===== config.mk =====
export PLATFORM = sky130hd
export DESIGN_NAME = bounded_stack_overflow_policy
export DESIGN_NICKNAME = d
export VERILOG_FILES = /design/src/rtl/core/bsop_pkg.sv /design/src/rtl/core/bounded_stack_overflow_policy.sv /design/src/rtl/core/bsop_mem.sv
export SDC_FILE = /design/constraint.sdc
export NUM_CORES = 1
export LEC_CHECK = 0
export BUFFER_PORTS_ARGS = -buffer_cell sky130_fd_sc_hd__buf_2
export CAP_MARGIN = 10
export CORE_UTILIZATION = 30
export CTS_BUF_LIST = sky130_fd_sc_hd__clkbuf_2
export DETAILED_ROUTE_END_ITERATION = 6
export PLACE_DENSITY = 0.46
export SLEW_MARGIN = 20
export SYNTH_ARGS = -nofsm -noshare
export SYNTH_HDL_FRONTEND = slang
export SYNTH_SLANG_ARGS = --single-unit

===== constraint.sdc =====
create_clock -name clk_i -period 6.5 [get_ports clk_i]
set_clock_uncertainty 0.2 [all_clocks]
set_input_delay 0.325 -clock clk_i [delete_from_list [all_inputs] [get_ports clk_i]]
set_output_delay 0.325 -clock clk_i [all_outputs]
set_load 0.02 [all_outputs]

===== src/rtl/core/bsop_pkg.sv =====
// ----------------------------------------------------------------------------
// bsop_pkg
// Shared constants and codes for the bounded stack with overflow policy.
// ----------------------------------------------------------------------------
package bsop_pkg;

  localparam int unsigned DefaultDepth = 8;
  localparam int unsigned DefaultWidth = 32;

  typedef enum logic [1:0] {
    CMD_PUSH  = 2'd0,
    CMD_POP   = 2'd1,
    CMD_DRAIN = 2'd2
  } cmd_e;

  typedef enum logic [1:0] {
    POL_DISCARD = 2'd0,
    POL_REPLACE = 2'd1,
    POL_DROP    = 2'd2
  } policy_e;

  typedef enum logic [2:0] {
    ST_OK             = 3'd0,
    ST_EMPTY          = 3'd1,
    ST_NEW_DISCARDED  = 3'd2,
    ST_TOP_DROPPED    = 3'd3,
    ST_BOTTOM_DROPPED = 3'd4
  } status_e;

endpackage


===== src/rtl/core/bounded_stack_overflow_policy.sv =====
// ----------------------------------------------------------------------------
// bounded_stack_overflow_policy
// LIFO stack of DEPTH words with a per-push policy for a full stack.
// ----------------------------------------------------------------------------
// A request is taken when start is high and busy is low. Push and pop give
// their single result on strobe_o in the cycle after the request, with busy
// high during that cycle, so no new request is taken while it is out. A drain
// of n items gives n results on consecutive cycles starting the cycle after
// the request (one result when empty), set by the single read port of the
// stack memory, one entry per cycle. The stack sits in a ring inside the
// memory, so dropping the bottom entry moves a base pointer instead of
// shifting data. Results cannot be held off: each is present for one cycle.
module bounded_stack_overflow_policy #(
  parameter int unsigned DEPTH = bsop_pkg::DefaultDepth,
  parameter int unsigned WIDTH = bsop_pkg::DefaultWidth
) (
  input  logic               clk_i,
  input  logic               rst_ni,
  input  logic               start,
  output logic               busy,
  input  logic [1:0]         cmd_i,
  input  logic signed [31:0] item_i,
  input  logic [1:0]         full_policy_i,
  output logic               strobe_o,
  output logic signed [31:0] value_o,
  output logic [2:0]         status_o,
  output logic [3:0]         fill_o,
  output logic               last_o
);
  import bsop_pkg::*;

  localparam int unsigned PTR_W = (DEPTH > 1) ? $clog2(DEPTH) : 1;
  localparam int unsigned CNT_W = $clog2(DEPTH + 1);
  localparam int unsigned SW    = ((PTR_W > CNT_W) ? PTR_W : CNT_W) + 1;
  localparam int unsigned XW    = (WIDTH > 32) ? WIDTH : 32;
  localparam int unsigned FW    = (CNT_W > 4) ? CNT_W : 4;

  typedef enum logic [1:0] {
    S_IDLE = 2'b01,
    S_RESP = 2'b10
  } state_e;

  typedef enum logic [1:0] {
    SEL_ZERO = 2'd0,
    SEL_RD   = 2'd1,
    SEL_ITEM = 2'd2
  } sel_e;

  state_e           state_q, state_d;
  logic [CNT_W-1:0] fill_q, fill_d;
  logic [PTR_W-1:0] base_q, base_d;
  logic             drain_q, drain_d;
  sel_e             sel_q, sel_d;
  status_e          status_q, status_d;
  logic [WIDTH-1:0] item_q, item_d;

  logic             we, re;
  logic [PTR_W-1:0] waddr, raddr;
  logic [WIDTH-1:0] rdata;

  logic [XW-1:0]    item_x, rd_x, hold_x;
  logic [WIDTH-1:0] item_w;
  logic [FW-1:0]    fill_x;
  logic             full, empty, accept;
  logic [PTR_W-1:0] top_addr, next_addr, last_addr, base_inc;

  function automatic logic [PTR_W-1:0] wrap(input logic [SW-1:0] s);
    logic [SW-1:0] t;
    t = (s >= SW'(DEPTH)) ? s - SW'(DEPTH) : s;
    return t[PTR_W-1:0];
  endfunction

  assign item_x = XW'($unsigned(item_i));
  assign item_w = item_x[WIDTH-1:0];

  assign full   = (fill_q == CNT_W'(DEPTH));
  assign empty  = (fill_q == '0);
  assign accept = start && (state_q == S_IDLE);

  // ring positions relative to the base pointer
  assign next_addr = wrap(SW'(base_q) + SW'(fill_q));
  assign top_addr  = wrap(SW'(base_q) + SW'(fill_q) - SW'(1));
  assign last_addr = wrap(SW'(base_q) + SW'(DEPTH - 1));
  assign base_inc  = wrap(SW'(base_q) + SW'(1));

  always_comb begin
    state_d  = state_q;
    fill_d   = fill_q;
    base_d   = base_q;
    drain_d  = drain_q;
    sel_d    = sel_q;
    status_d = status_q;
    item_d   = item_q;
    we       = 1'b0;
    re       = 1'b0;
    waddr    = next_addr;
    raddr    = top_addr;

    unique case (state_q)
      S_IDLE: begin
        if (accept) begin
          item_d  = item_w;
          drain_d = 1'b0;
          state_d = S_RESP;
          unique case (cmd_e'(cmd_i))
            CMD_PUSH: begin
              if (!full) begin
                we       = 1'b1;
                waddr    = next_addr;
                fill_d   = fill_q + CNT_W'(1);
                status_d = ST_OK;
                sel_d    = SEL_ZERO;
              end else if (full_policy_i == POL_REPLACE) begin
                re       = 1'b1;
                raddr    = last_addr;
                we       = 1'b1;
                waddr    = last_addr;
                status_d = ST_TOP_DROPPED;
                sel_d    = SEL_RD;
              end else if (full_policy_i == POL_DROP) begin
                // old bottom slot becomes the new top; advance the base
                re       = 1'b1;
                raddr    = base_q;
                we       = 1'b1;
                waddr    = base_q;
                base_d   = base_inc;
                status_d = ST_BOTTOM_DROPPED;
                sel_d    = SEL_RD;
              end else begin
                status_d = ST_NEW_DISCARDED;
                sel_d    = SEL_ITEM;
              end
            end
            CMD_POP, CMD_DRAIN: begin
              if (empty) begin
                status_d = ST_EMPTY;
                sel_d    = SEL_ZERO;
              end else begin
                re       = 1'b1;
                raddr    = top_addr;
                fill_d   = fill_q - CNT_W'(1);
                status_d = ST_OK;
                sel_d    = SEL_RD;
                drain_d  = (cmd_e'(cmd_i) == CMD_DRAIN);
              end
            end
            default: begin
              state_d = S_IDLE;
            end
          endcase
        end
      end
      S_RESP: begin
        if (drain_q && !empty) begin
          // fetch the next entry down while this one goes out
          re     = 1'b1;
          raddr  = top_addr;
          fill_d = fill_q - CNT_W'(1);
        end else begin
          state_d = S_IDLE;
          drain_d = 1'b0;
        end
      end
      default: begin
        state_d = S_IDLE;
      end
    endcase
  end

  always_ff @(posedge clk_i or negedge rst_ni) begin
    if (!rst_ni) begin
      state_q <= S_IDLE;
      fill_q  <= '0;
      base_q  <= '0;
      drain_q <= 1'b0;
    end else begin
      state_q <= state_d;
      fill_q  <= fill_d;
      base_q  <= base_d;
      drain_q <= drain_d;
    end
  end

  always_ff @(posedge clk_i) begin
    sel_q    <= sel_d;
    status_q <= status_d;
    item_q   <= item_d;
  end

  bsop_mem #(
    .DEPTH (DEPTH),
    .WIDTH (WIDTH),
    .PTR_W (PTR_W)
  ) u_mem (
    .clk_i   (clk_i),
    .we_i    (we),
    .waddr_i (waddr),
    .wdata_i (item_w),
    .re_i    (re),
    .raddr_i (raddr),
    .rdata_o (rdata)
  );

  assign rd_x   = XW'(rdata);
  assign hold_x = XW'(item_q);
  assign fill_x = FW'(fill_q);

  always_comb begin
    unique case (sel_q)
      SEL_RD:   value_o = $signed(rd_x[31:0]);
      SEL_ITEM: value_o = $signed(hold_x[31:0]);
      default:  value_o = '0;
    endcase
  end

  assign busy     = (state_q == S_RESP);
  assign strobe_o = (state_q == S_RESP);
  assign status_o = status_q;
  assign fill_o   = fill_x[3:0];
  assign last_o   = drain_q ? empty : 1'b1;

endmodule


===== src/rtl/core/bsop_mem.sv =====
// ----------------------------------------------------------------------------
// bsop_mem
// Stack storage: one write port and one registered read port. A read and a
// write to the same entry in one cycle return the old contents.
// ----------------------------------------------------------------------------
module bsop_mem #(
  parameter int unsigned DEPTH = bsop_pkg::DefaultDepth,
  parameter int unsigned WIDTH = bsop_pkg::DefaultWidth,
  parameter int unsigned PTR_W = (DEPTH > 1) ? $clog2(DEPTH) : 1
) (
  input  logic             clk_i,
  input  logic             we_i,
  input  logic [PTR_W-1:0] waddr_i,
  input  logic [WIDTH-1:0] wdata_i,
  input  logic             re_i,
  input  logic [PTR_W-1:0] raddr_i,
  output logic [WIDTH-1:0] rdata_o
);
  import bsop_pkg::*;

  logic [WIDTH-1:0] mem_q [DEPTH];
  logic [WIDTH-1:0] rdata_q;

  always_ff @(posedge clk_i) begin
    if (we_i) begin
      mem_q[waddr_i] <= wdata_i;
    end
  end

  always_ff @(posedge clk_i) begin
    if (re_i) begin
      rdata_q <= mem_q[raddr_i];
    end
  end

  assign rdata_o = rdata_q;

endmodule

==> flow_summary.yaml <==
floorplan:
  io_pins: 81
  chipHeight_um: 215.6
  coreArea_um2: 44610
  start_util_pct: 30.69
  fp.dieW_um: 215.6
  dieArea_um2: 46490
  num_rows: 77
run:
  maxCapViolations: 0
synth:
  ys_seq_elements: 335
  synth_area_leaders: "edfxtp_1 (71%), mux2_1 (6.3%), mux4_2 (5.3%)"
  synth_nets: 779
  synthArstFlopShare_pct: 2.985
  synth_edf_count: 325
  synth_top_area_cell: "edfxtp_1"
  synth-warning-count: 0
  seq_area_frac_synth_pct: 73.13
  synthFlopType: "edfxtp_1"
  synth_top_area_share_pct: 71.29
  synth_cells: 721
  syn_area_um2: 13690
  synthDistinctLibCells: 52
  syn-mean-instance-area_um2: 18.99
clock_tree:
  htree_num_levels: 3
  clk_latency_ns: 0.94
  clock_sinks: 335
  clockBufferDepth: 3
  post_cts_buffers: 0
  root_buffer: "clkbuf_2"
  cts.hold.buffers_added: 79
  clkTransAtPathRegs_ns: 0.12
  numCtsBuffers: 88
  cts_tree: "yes"
  cts_resized: 0
power:
  finalPower_w: 0.006993
  ir_worst_vdd_mv: 0.3594
  powerDensity_nw_per_um2: 428.0
  cellLeakagePower_nw: 5.723
worst_hold_path:
  hold_path.class: "primary input to async pin"
critical_path:
  cp.arrival_ns: 4.48
  r2r_setup_slack_ns: 2.41
  crit_path_start_kind: "flop"
  crit_top_cell: "ha_1"
  critical_path.top_delay_family: "adder cells"
  cp_cell_sequence: "ha_1, inv_1, fa_1, ha_1, xnor2_1, o21ai_1, xor2_4, buf_4, mux4_2"
  required_ns: 6.89
  critPathKind: "flop to flop"
  crit_path_max_incr_delay_ns: 0.59
  cpMaxStageDelayCell: "buf_4"
  path_max_fanout: 23
  worstPathBufferInverterCount: 2
  end_kind: "flop"
timing:
  setup_violations: 0
  fin_setup_tns_ns: 0
  worst_pin_slew_ns: 1.104
  max_freq_mhz: 244.7
  fin_crit_sh_pct: 62.87
  fin_crit_ns: 4.087
  hold_viol_final: 0
  maxSlewViolCount: 0
  rsz0062_at_grt: "no"
  slew_headroom_pct: 26.43
route:
  antenna_left: 0
  vias: 7361
  drc: 0
  routed_wl_um: 31990
  via_per_inst: 4.586
  firstDrtPassIters: 4
  avgRoutedWirePerCell_um: 19.93
  drt_iter0_drc: 342
grt:
  gr-usage-all-layers_pct: 14.01
  grt_pass1_wl_um: 47890
  antenna_found_initial: 3
  grt_overflow: 0
  grt_max_degree: 129
  grt_pass1_vias: 7761
cells_and_area:
  drive_gt1_share_pct: 33.60
  layout_commonest_cell: "edfxtp_1"
  utilization_pct: 36.63
  final_nets: 1006
  area_growth_pct: 19.36
  mostFrequentLayoutCells: "edfxtp_1 (325), clkbuf_2 (139), buf_2 (80), dlygate4sd3_1 (79), mux2_1 (77)"
  finalNonFillerCells: 1605
  finish.instance_area_um2: 16340
placed_design:
  hpwlAfterDp_um: 15900
  dp.cells: 1371
  dpl-instance-area_um2: 14790
  gp_routability_congestion: 0.7228
  portBuffers: 80
run_status:
  outcome: "finished, final reports clean"
where the power goes:
part | internal, W | switching, W | total (W)
registers | 0.00273 | 0.0000774 | 0.00281
clock network | 0.000555 | 0.000841 | 0.00140
logic | 0.00129 | 0.00149 | 0.00279
final timing paths:
kind | from | end | depth (start not counted)
max in group asynchronous | rst_ni | fill_o[0] | 3
setup reg to reg | fill_o[0] | u_mem.rdata_o[29] | 9
setup / recovery | fill_o[0] | u_mem.rdata_o[29] | 9
hold / removal | rst_ni | fill_o[3] | 3
min in group clk_i | start | state_q[1] | 5
hold reg to reg | state_q[1] | state_q[1] | 1
synthesized netlist by cell type, drive strengths merged, types with 2 or more instances:
cell type and number:
a22oi 32, nand3 4, o221ai 2, a21o 2
nand4 2, mux2 129, a211oi 2, inv 17
dfrtp 9, mux2i 2, xnor2 9, or3b 2
xor2 2, nand2 12, mux4 32, nor3 6
a31oi 2, buf 21, nor2 43, o21ai 4
ha 18, a21oi 5, clkbuf 14, and3 2
nand2b 3, edfxtp 325
worst register-to-register path, cell delays in order, from the launching register on:
cell	delay, ns
dfrtp_1	0.45
ha_1	0.22
inv_1	0.06
fa_1	0.45
ha_1	0.23
xnor2_1	0.12
o21ai_1	0.30
xor2_4	0.54
buf_4	0.59
mux4_2	0.60
cells by family (layout without fill, tap and decap cells):
kind of cell	Yosys count	count (layout)	synth area share, %
fa+ha+maj	19	19	1.791
xor+xnor	11	11	0.7038
buf+inv	52	343	2.413
flops	335	335	73.13
compound gates	57	57	3.071
mux	163	163	16.02
other cells	0	1	0
simple gates	84	84	2.870
stage by stage:
stage               hold WS (ns)  setup WS (ns)
floorplan                -0.1706          1.879
global placement         0.01690          2.370
detailed placement       0.02219          2.307
CTS                      0.09106          2.244
global route              0.1795          2.072
finish                    0.2090          2.413
final cells by class:
cell class	instances	area, um^2
Antenna cell	1	2.502
Clock buffer	139	695.7
Clock inverter	15	57.56
Fill cell	4295	28270
Inverter	17	63.81
Multi-Input combinational cell	334	3467
Sequential cell	335	10010
Tap cell	592	740.7
Timing Repair Buffer	172	1301
metal layers:
| metal | wire [um] | GRT usage [%] | vias up |
|---|---|---|---|
| met5 | 23 | 0 | - |
| met4 | 593 | 5.603 | 4 |
| met3 | 1655 | 3.453 | 50 |
| met2 | 15170 | 22.30 | 177 |
| met1 | 14550 | 18.30 | 3753 |
| li1 | - | - | 3377 |
sequential cells by signal, indices dropped and copies added, names as in the netlist:
name,flops
base_q,3
drain_q,1
fill_o,4
hold_x,32
sel_q,2
state_q,2
status_o,3
u_mem.mem_q,256
u_mem.rdata_o,32
No activity file was read; power rests on OpenSTA's default activity.
